File: src/design/sct_pkg.sv
// Package for sphere_cavity_table: shared codes, widths and field types.
// No dependencies.
`timescale 1ns / 1ps
`default_nettype none
package sct_pkg;
  localparam int unsigned CoordW  = 20;
  localparam int unsigned RadW    = 16;
  localparam int unsigned DiffW   = 21;
  localparam int unsigned SqW     = 42;
  localparam int unsigned D2W     = 44;
  localparam int unsigned RootW   = 22;
  localparam int unsigned DepthW  = 18;

  localparam logic [1:0] OpAppend  = 2'd0;
  localparam logic [1:0] OpContain = 2'd1;
  localparam logic [1:0] OpOverlap = 2'd2;

  localparam logic [1:0] StDone   = 2'd0;
  localparam logic [1:0] StOrigin = 2'd1;
  localparam logic [1:0] StSmall  = 2'd2;
  localparam logic [1:0] StFull   = 2'd3;

  typedef struct packed {
    logic              start;
    logic [D2W-1:0]    n;
  } sqrt_req_t;
endpackage
`default_nettype wire

File: src/design/sct_sqrt.sv
// Iterative integer square root: two radicand bits in, one root bit out per cycle.
// Depends on sct_pkg.
`timescale 1ns / 1ps
`default_nettype none
module sct_sqrt (
  input  logic                           clk_i,
  input  logic                           rst_ni,
  input  sct_pkg::sqrt_req_t             req_i,
  output logic                           done_o,
  output logic [sct_pkg::RootW-1:0]      root_o
);
  localparam int unsigned Steps = sct_pkg::D2W / 2;
  localparam int unsigned CntW  = $clog2(Steps + 1);

  logic [sct_pkg::D2W-1:0] rem_q, rem_d, src_q, src_d;
  logic [sct_pkg::RootW-1:0] root_q, root_d;
  logic [CntW-1:0] cnt_q, cnt_d;
  logic busy_q, busy_d, done_q, done_d;
  logic [sct_pkg::D2W+1:0] trial;
  logic [sct_pkg::D2W+1:0] rem_sh;

  assign rem_sh = {rem_q, src_q[sct_pkg::D2W-1 -: 2]};
  assign trial  = rem_sh - {{(sct_pkg::D2W-sct_pkg::RootW){1'b0}}, root_q, 2'b01};

  always_comb begin
    rem_d  = rem_q;
    src_d  = src_q;
    root_d = root_q;
    cnt_d  = cnt_q;
    busy_d = busy_q;
    done_d = 1'b0;
    if (req_i.start) begin
      rem_d  = '0;
      src_d  = req_i.n;
      root_d = '0;
      cnt_d  = CntW'(Steps);
      busy_d = 1'b1;
    end else if (busy_q) begin
      // restoring step: bring down two bits, try root*4+1
      if (!trial[sct_pkg::D2W+1]) begin
        rem_d  = trial[sct_pkg::D2W-1:0];
        root_d = {root_q[sct_pkg::RootW-2:0], 1'b1};
      end else begin
        rem_d  = rem_sh[sct_pkg::D2W-1:0];
        root_d = {root_q[sct_pkg::RootW-2:0], 1'b0};
      end
      src_d = {src_q[sct_pkg::D2W-3:0], 2'b00};
      cnt_d = cnt_q - 1'b1;
      if (cnt_q == CntW'(1)) begin
        busy_d = 1'b0;
        done_d = 1'b1;
      end
    end
  end

  always_ff @(posedge clk_i or negedge rst_ni) begin
    if (!rst_ni) begin
      busy_q <= 1'b0;
      done_q <= 1'b0;
      cnt_q  <= '0;
    end else begin
      busy_q <= busy_d;
      done_q <= done_d;
      cnt_q  <= cnt_d;
    end
  end

  always_ff @(posedge clk_i) begin
    rem_q  <= rem_d;
    src_q  <= src_d;
    root_q <= root_d;
  end

  assign done_o = done_q;
  assign root_o = root_q;
endmodule
`default_nettype wire

File: config.mk
export PLATFORM = sky130hd
export DESIGN_NAME = sct_sqrt
export DESIGN_NICKNAME = d
export VERILOG_FILES = /design/src/design/sct_pkg.sv /design/src/design/sct_sqrt.sv
export SDC_FILE = /design/constraint.sdc
export NUM_CORES = 1
export LEC_CHECK = 0
export ABC_AREA = 1
export ABC_CLOCK_PERIOD_IN_PS = 3500
export BUFFER_PORTS_ARGS = -buffer_cell sky130_fd_sc_hd__buf_2
export CORE_MARGIN = 4
export CORE_UTILIZATION = 30
export CTS_BUF_LIST = sky130_fd_sc_hd__clkbuf_16
export CTS_CLUSTER_DIAMETER = 30
export DETAILED_ROUTE_END_ITERATION = 12
export HOLD_SLACK_MARGIN = 0.03
export PLACE_DENSITY = 0.52
export SLEW_MARGIN = 15
export SYNTH_ARGS = -nofsm -noshare
export SYNTH_HDL_FRONTEND = slang
export SYNTH_SLANG_ARGS = --single-unit
File: constraint.sdc
create_clock -name clk_i -period 3.5 [get_ports clk_i]
set_clock_uncertainty 0.1 [all_clocks]
set_input_delay 1.05 -clock clk_i [delete_from_list [all_inputs] [get_ports clk_i]]
set_output_delay 1.05 -clock clk_i [all_outputs]
set_load 0.005 [all_outputs]
==> results.cfg, run 1 <==
[min_path]
hold_path.class = primary input to async pin

[critical_path]
required_ns = 3.77
r2r_slack_ns = 0.83
cp.arrival_ns = 2.94
cp-end-kind = flop
rr_worst_depth = 15
timing.rr.start = root_o[17]
startpoint_type = flop
reg2reg_to = rem_q[10]
critPathMaxFanout = 35
crit_type = flop to flop

[pwr]
irDropWorstVdd_v = 0.000351
p_per_area_mw_per_mm2 = 969
total_power_mw = 8.69
p_leak_nw = 4.77

[route]
vias = 7146
drt_iter0_drc = 422
drc = 0
wl_microns = 21200
wl_per_cell_microns = 13.3
firstDrtPassIters = 8
routed_via_density = 4.48
final_antenna_net_count = 0

[sta]
worst_slew_pin_slew_ns = 0.821
fin_tns_setup_ns = 0
period_needed_ns = 2.67
slew_headroom = 0.452
slew_violations = 0
rsz0062_at_grt = false
period_share = 0.764
max_freq_ghz = 0.374
hold_viol = 0
final-setup-viol-count = 0

[synthesis]
async_reset_ff_frac = 0.0598
synth.cell_area_sq_mm = 0.00780
synth_edf_count = 44
synthDistinctLibCells = 37
synth_area_leader_cell = nand2_1
synthFlopType = dfxtp_1
yosysSeqAreaShare = 0.361
yosys_warnings = 0
ys_ff_latch = 117
synth_area_leaders = nand2_1 25%, dfxtp_1 17%, edfxtp_1 17%, inv_1 8.3%, ha_1 4.0%
synth_nets = 1261
yosysTopAreaCellShare = 0.255
syn_area_per_cell_sq_um = 6.56
synth_cells = 1189

[place]
numPlacedInstances = 1562
globalplace.congestion = 0.924
portBuffers = 69
place_hpwl_microns = 15800
post_dp_cell_area_sq_mm = 0.00840

[layout]
final_cell_mix = 529 x nand2_1, 171 x inv_1, 69 x nor2_1, 69 x buf_2, 66 x dfxtp_1
instances_no_fill = 1594
design_area_sq_mm = 0.00896
drive_gt1_frac = 0.142
antenna_cells = 0
area_growth_pct = 14.9
fin_util = 0.353
nNetsFinal = 1323
layout_commonest_cell = nand2_1

[global_route]
grt_max_degree = 68
grt_overflow_total = 0
grt_pass1_vias = 6681
track_usage = 0.149
grt_pass1_wl_microns = 34500
antenna_found_initial = 1

[die]
row_count = 58
dieArea_sq_mm = 0.0286
fp.coreArea_sq_mm = 0.0254
die_w_microns = 169
initial_utilization = 0.307
die_h_microns = 169
boundaryPins = 70

[clock_network]
clk_latency_ns = 0.43
cts_tree = built
postCtsSetupRepairBufs = 0
cts_buffer_depth = 2
cts_root_buf = clkbuf_16
cts.repair.resized = 0
clkSinkCount = 117
cts_htree_levels = 4
cts_buffers = 17
hold_buffers = 0
clk_pin_slew_ns = 0.06

[run]
max_cap_violations = 0

[run_status]
outcome = completed
## synth_stat cells, types with 4 or more instances
library cell and n:
edfxtp_1 44, ha_1 25, o21ai_0 7, nor2_1 71, nand4_1 13, buf_4 5, xnor2_1 4, xor2_1 18
nand2_2 40, nand3_1 57, nand3_2 11, nor3_1 5, o22ai_1 22, nand2_4 4, clkbuf_1 17, dfxtp_1 66
a21oi_1 32, nor2_2 7, buf_12 4, inv_1 172, dfrtp_1 7, nand2_1 529, nand3b_1 5
## power breakdown
part,total (mW),switching (mW),leakage (nW),internal [mW]
Clock,1.71,0.722,0.271,0.991
Combinational,5.02,3.37,3.39,1.65
Sequential,1.95,0.254,1.11,1.70
Total,8.69,4.35,4.77,4.34
## metal layers
metal,up-vias,routed length (microns),track usage
li1,3796,-,-
met5,-,12,0
met3,23,1190,0.0340
met1,3137,10500,0.212
met2,188,9180,0.226
met4,2,301,0.0438
## through the flow
step,hold slack (ns),worst slack [ns]
2_1_floorplan,0.348,0.113
3_3_place_gp,0.366,0.796
3_5_place_dp,0.367,0.874
4_1_cts,0.339,0.860
5_1_grt,0.345,0.568
6_report,0.352,0.825
## flip-flops by register name (all words and copies together) (netlist names)
register  flops
busy_q        1
src_q        44
done_o        1
root_o       22
cnt_q         5
rem_q        44
## how the worst max path moves through the flow
stage,start,end,slack [ns],cells after the start
finish,root_o[17],rem_q[10],0.83,15
global route,root_o[17],rem_q[30],0.57,16
CTS,root_o[17],rem_q[28],0.86,16
detailed placement,root_o[17],rem_q[28],0.87,16
global placement,req_i[44],root_o[0],0.80,4
floorplan,req_i[44],src_q[0],0.11,4
## logic make-up (layout without fill, tap and decap cells)
logic type / after synthesis / in the layout / share of synthesized area
flops: 117 / 117 / 0.361
xor+xnor: 22 / 22 / 0.0247
simple gates: 753 / 753 / 0.416
fa+ha+maj: 25 / 25 / 0.0401
buf+inv: 208 / 283 / 0.113
compound gates: 64 / 64 / 0.0449
## final cells by class
type	count	area, sq um
sequential	117	2820
tap	330	413
clock buffer	17	425
clock inverter	15	140
fill	2804	16400
timing repair buffer	74	395
inverter	177	666
multi-input combinational	864	4110
## critical path, cell delays in order (launching register included)
cell     delay, ns
dfxtp_1       0.33
inv_1         0.08
ha_1          0.36
nand2_1       0.13
inv_1         0.07
a21oi_1       0.15
nand2_1       0.10
nand2_1       0.07
nand2_1       0.14
nor2_4        0.21
nand3_2       0.17
nand2_4       0.40
nand2_1       0.10
nand2_1       0.07
nand2_1       0.05
nand2_1       0.07
Power figures use the tool's default switching activity.
==> run 2: changes to the inputs <==
Settings changed: ABC_CLOCK_PERIOD_IN_PS 3500 to 2350, PLACE_DENSITY 0.52 to 0.54.
Clock period 3.5 ns to 2.35 ns, I/O delays scaled along.
==> results.cfg, run 2 (synthesized netlist as in run 1, its figures left out) <==
[layout]
layout_commonest_cell = nand2_1
fillers = 2658
drive_gt1_frac = 0.326
instances_no_fill = 1734
antenna_cells = 0
final_cell_mix = 484 x nand2_1, 152 x inv_1, 123 x buf_4
fin_util = 0.429
nNetsFinal = 1463
area_growth_pct = 39.7

[sta]
slew_headroom = 0.623
worst_slew_pin_slew_ns = 0.566
rsz0062_at_grt = true
final-setup-viol-count = 0
hold_viol = 0
layout_setup_ws_ns = 0.0751
period_needed_ns = 2.27
period_share = 0.968
max_freq_ghz = 0.440
slew_violations = 0

[place]
globalplace.congestion = 0.908
numPlacedInstances = 1683
pre_cts_slack_ns = -0.0379
portBuffers = 69
place_hpwl_microns = 17400

[pwr]
clock_power_share = 0.157
seq_power_share = 0.176
p_sw_frac = 0.464
irDropWorstVdd_v = 0.000546
p_comb_frac = 0.667
p_leak_nw = 5.65
internal_power_mw = 8.94
total_power_mw = 16.7
p_per_area_mw_per_mm2 = 1530
p_sw_mw = 7.73

[critical_path]
critPathMaxFanout = 6
crit_type = flop to flop
crit_path_start = rem_q[12]
cp-end-kind = flop
cp.arrival_ns = 2.50
startpoint_type = flop
timing.rr.start = rem_q[12]
required_ns = 2.57

[global_route]
antenna_found_initial = 0
grt_max_degree = 35
grt_overflow_total = 0
grt_pass1_wl_microns = 37400
grt_pass1_vias = 7423
track_usage = 0.161

[die]
row_count = 58
fp.coreArea_sq_mm = 0.0254
boundaryPins = 70
initial_utilization = 0.307
die_w_microns = 169
dieArea_sq_mm = 0.0286
die_h_microns = 169

[route]
firstDrtPassIters = 7
drc = 0
routed_via_density = 4.52
vias = 7835
drt_iter0_drc = 481
wl_per_cell_microns = 13.6
final_antenna_net_count = 0
wl_microns = 23600

[clock_network]
cts_tree = built
clk_latency_ns = 0.43
cts_buffer_depth = 2
cts_htree_levels = 4
cts_root_buf = clkbuf_16
clkSinkCount = 117
cts_buffers = 17
clk_pin_slew_ns = 0.06

[min_path]
hold_path.startpoint = rem_q[6]
hold_path.class = flop to flop

[run_status]
outcome = completed

[run]
max_cap_violations = 0
-- run 2: critical path, stage by stage, from the launching register on --
cell and delay [ns]:
dfxtp_1 0.38, ha_4 0.23, nand2_2 0.06, nand2_2 0.06, nand2_2 0.06, nand2_2 0.07
nand2_2 0.06, nand2_2 0.06, nand2_2 0.09, nand2_4 0.06, nor2_4 0.15, nand2_4 0.09
nand2_4 0.10, nand2_8 0.08, buf_8 0.14, clkbuf_16 0.16, nand2_2 0.05, nand3_1 0.07
nand2_1 0.07, inv_1 0.03
-- run 2: metal layers --
metal	GRT usage	wire length (microns)	vias up
met5	0	0	-
li1	-	-	4066
met4	0.0592	605	0
met1	0.223	11300	3537
met2	0.246	10400	194
met3	0.0352	1260	38
-- run 2: layout make-up --
type | count | area, sq um | area share
clock inverters | 15 | 155 | 0.0142
flip-flops and latches | 117 | 2840 | 0.261
well taps | 330 | 413 | 0.0379
multi-input cells | 864 | 4730 | 0.434
clock buffers | 17 | 425 | 0.0390
inverters | 177 | 666 | 0.0611
repair buffers | 214 | 1660 | 0.153
-- run 2: repair_timing --
action	CTS	global route
pin swaps	1	38
cloned	0	5
endpoints found under the hold margin	7	0
endpoints found under the setup margin	36	45
buffers inserted	0	13
gates resized for setup	14	157
hold buffers	1	0
-- run 2: path summary, 6_finish.rpt --
check | cells after the start | endpoint | slack [ns]
worst min-delay path | 2 | rem_q[6] | 0.38
worst max-delay path | 19 | rem_q[26] | 0.08
min in group asynchronous | 2 | cnt_q[3] | 0.58
max in group asynchronous | 2 | cnt_q[2] | 1.42
worst max register to register | 19 | rem_q[26] | 0.08
worst min register to register | 2 | rem_q[6] | 0.38
-- run 2: stage by stage --
step | hold slack [ns] | cell area (sq um) | setup TNS [ns]
after detailed placement | 0.366 | 9390 | -0.145
after CTS | 0.375 | 10100 | 0
after global routing | 0.416 | 10900 | -0.872
final | 0.382 | 10900 | 0
after global placement | 0.363 | 9390 | -0.258
after floorplan | 0.309 | 7800 | 0
-- run 2: power by group through the flow --
stage | Sequential [mW] | Clock (mW) | Combinational, mW
2_1_floorplan | 2.83 | 0 | 6.10
3_3_place_gp | 2.90 | 0 | 9.23
3_5_place_dp | 2.90 | 0 | 9.24
4_1_cts | 2.87 | 2.68 | 9.39
5_1_grt | 2.98 | 2.77 | 12.3
6_report | 2.94 | 2.61 | 11.1
==> run 3: changes to the inputs <==
--- a/config.mk
+++ b/config.mk
@@ -9,3 +9,3 @@
 export ABC_CLOCK_PERIOD_IN_PS = 2350
-export BUFFER_PORTS_ARGS = -buffer_cell sky130_fd_sc_hd__buf_2
+export CORE_ASPECT_RATIO = 1.75
 export CORE_MARGIN = 4
@@ -15,4 +15,5 @@
 export DETAILED_ROUTE_END_ITERATION = 12
+export DONT_BUFFER_PORTS = 1
 export HOLD_SLACK_MARGIN = 0.03
-export PLACE_DENSITY = 0.54
+export PLACE_DENSITY = 0.51
 export SLEW_MARGIN = 15
==> constraint.sdc (replaced) <==
create_clock -name clk_i -period 2.35 [get_ports clk_i]
set_clock_uncertainty 0.1 [all_clocks]
set_input_delay 0.3525 -clock clk_i [delete_from_list [all_inputs] [get_ports clk_i]]
set_output_delay 0.3525 -clock clk_i [all_outputs]
set_load 0.005 [all_outputs]
==> results.cfg, run 3 (synthesized netlist as in run 1, its figures left out) <==
[route]
wl_microns = 26000
vias = 8011
routed_via_density = 4.57
drc = 0
drt_iter0_drc = 310
final_antenna_net_count = 0
wl_per_cell_microns = 14.8
firstDrtPassIters = 5

[clock_network]
clk_latency_ns = 0.44
cts_root_buf = clkbuf_16
clkSinkCount = 117
cts_htree_levels = 4
cts_tree = built
cts_buffer_depth = 2
cts_buffers = 17
clk_pin_slew_ns = 0.06

[sta]
fin_tns_setup_ns = 0
rsz0062_at_grt = true
period_share = 0.966
worst_slew_pin_slew_ns = 0.530
hold_viol = 0
max_freq_ghz = 0.441
final-setup-viol-count = 0
slew_violations = 0
period_needed_ns = 2.27
slew_headroom = 0.644

[place]
numPlacedInstances = 1652
globalplace.congestion = 0.955
place_hpwl_microns = 19500
portBuffers = 0

[pwr]
seq_power_share = 0.173
irDropWorstVdd_v = 0.000612
clock_power_share = 0.144
internal_power_mw = 9.03
p_leak_nw = 5.75
p_sw_mw = 7.96
p_comb_frac = 0.684
p_sw_frac = 0.468
p_per_area_mw_per_mm2 = 1500

[layout]
layout_commonest_cell = nand2_1
area_growth_pct = 45.7
seqCellArea_sq_mm = 0.00284
fillers = 2662
nNetsFinal = 1497
antenna_cells = 0
instances_no_fill = 1754
drive_gt1_frac = 0.303
final_cell_mix = 488 x nand2_1, 182 x buf_4, 155 x inv_1
multi_input_area_sq_mm = 0.00479

[min_path]
hold_path.class = primary input to async pin

[critical_path]
critPathMaxFanout = 7
startpoint_type = flop
required_ns = 2.58
cp-end-kind = flop
crit_type = flop to flop
cp.arrival_ns = 2.50

[run_status]
outcome = completed

[die]
initial_utilization = 0.307
dieArea_sq_mm = 0.0287
boundaryPins = 70
fp.coreArea_sq_mm = 0.0254
die_h_microns = 221
row_count = 77
die_w_microns = 130

[global_route]
antenna_found_initial = 0
track_usage = 0.182
grt_pass1_vias = 8006
grt_overflow_total = 0
grt_max_degree = 54
grt_pass1_wl_microns = 40400

[run]
max_cap_violations = 0
## run 3: timing repair
| action | 4_1_cts | 5_1_grt |
|---|---|---|
| hold buffers | 52 | 0 |
| pin swaps | 3 | 33 |
| endpoints found under the setup margin | 44 | 45 |
| endpoints found under the hold margin | 66 | 0 |
| setup buffers | 3 | 12 |
| gates resized for setup | 30 | 137 |
| cloned | 0 | 3 |
## run 3: metal layers
layer	vias up	GRT usage	routed length, microns
li1	4135	-	-
met1	3634	0.171	9020
met2	167	0.346	14400
met3	75	0.0333	765
met4	0	0.114	1770
met5	-	0	0
## run 3: final cells by class
class / count / share of cell area
repair buffers: 247 / 0.188
clock buffers: 17 / 0.0374
inverters: 177 / 0.0586
multi-input cells: 865 / 0.422
flip-flops and latches: 117 / 0.250
well taps: 316 / 0.0348
clock inverters: 15 / 0.0102
## run 3: metrics by stage
stage	total power [mW]	instance area (sq um)	hold slack (ns)	utilization	setup slack [ns]
floorplan	8.93	7810	-0.0431	-	0.139
global placement	12.8	9410	-0.0426	0.370	-0.150
detailed placement	12.8	9410	-0.0426	0.370	-0.164
CTS	15.8	10700	0.129	0.420	0.000383
global route	18.4	11400	0.152	0.447	-0.0424
finish	17.0	11400	0.156	0.447	0.0802
## run 3: worst max-delay path: stages, from the launching register on
cell and delay (ns):
dfxtp_2 0.33, inv_2 0.05, ha_4 0.24, nand2_2 0.07
nand2_2 0.08, a21oi_2 0.15, nand2_2 0.08, nand2_2 0.08
nand2_2 0.07, nor2_4 0.17, nand2_4 0.11, nand2_8 0.11
nand2_8 0.10, clkbuf_16 0.19, nand2_2 0.06, nand3_1 0.06
nand2_1 0.07, inv_1 0.03
## run 3: power groups by stage
| stage | clock network, mW | registers [mW] | logic [mW] |
|---|---|---|---|
| floorplan | 0 | 2.83 | 6.10 |
| global placement | 0 | 2.90 | 9.93 |
| detailed placement | 0 | 2.90 | 9.93 |
| CTS | 2.53 | 2.89 | 10.3 |
| global route | 2.61 | 2.98 | 12.8 |
| finish | 2.44 | 2.94 | 11.6 |
## run 3: path summary, 6_finish.rpt
path                            start        end  slack, ns  cells after the start
setup / recovery           root_o[16]  rem_q[27]       0.08                     17
hold / removal                 rst_ni   cnt_q[4]       0.16                      1
setup reg to reg           root_o[16]  rem_q[27]       0.08                     17
hold reg to reg             rem_q[14]  rem_q[14]       0.38                      2
max in group asynchronous      rst_ni     done_o       1.74                      1
min in group clk_i          req_i[44]  rem_q[38]       0.21                      4
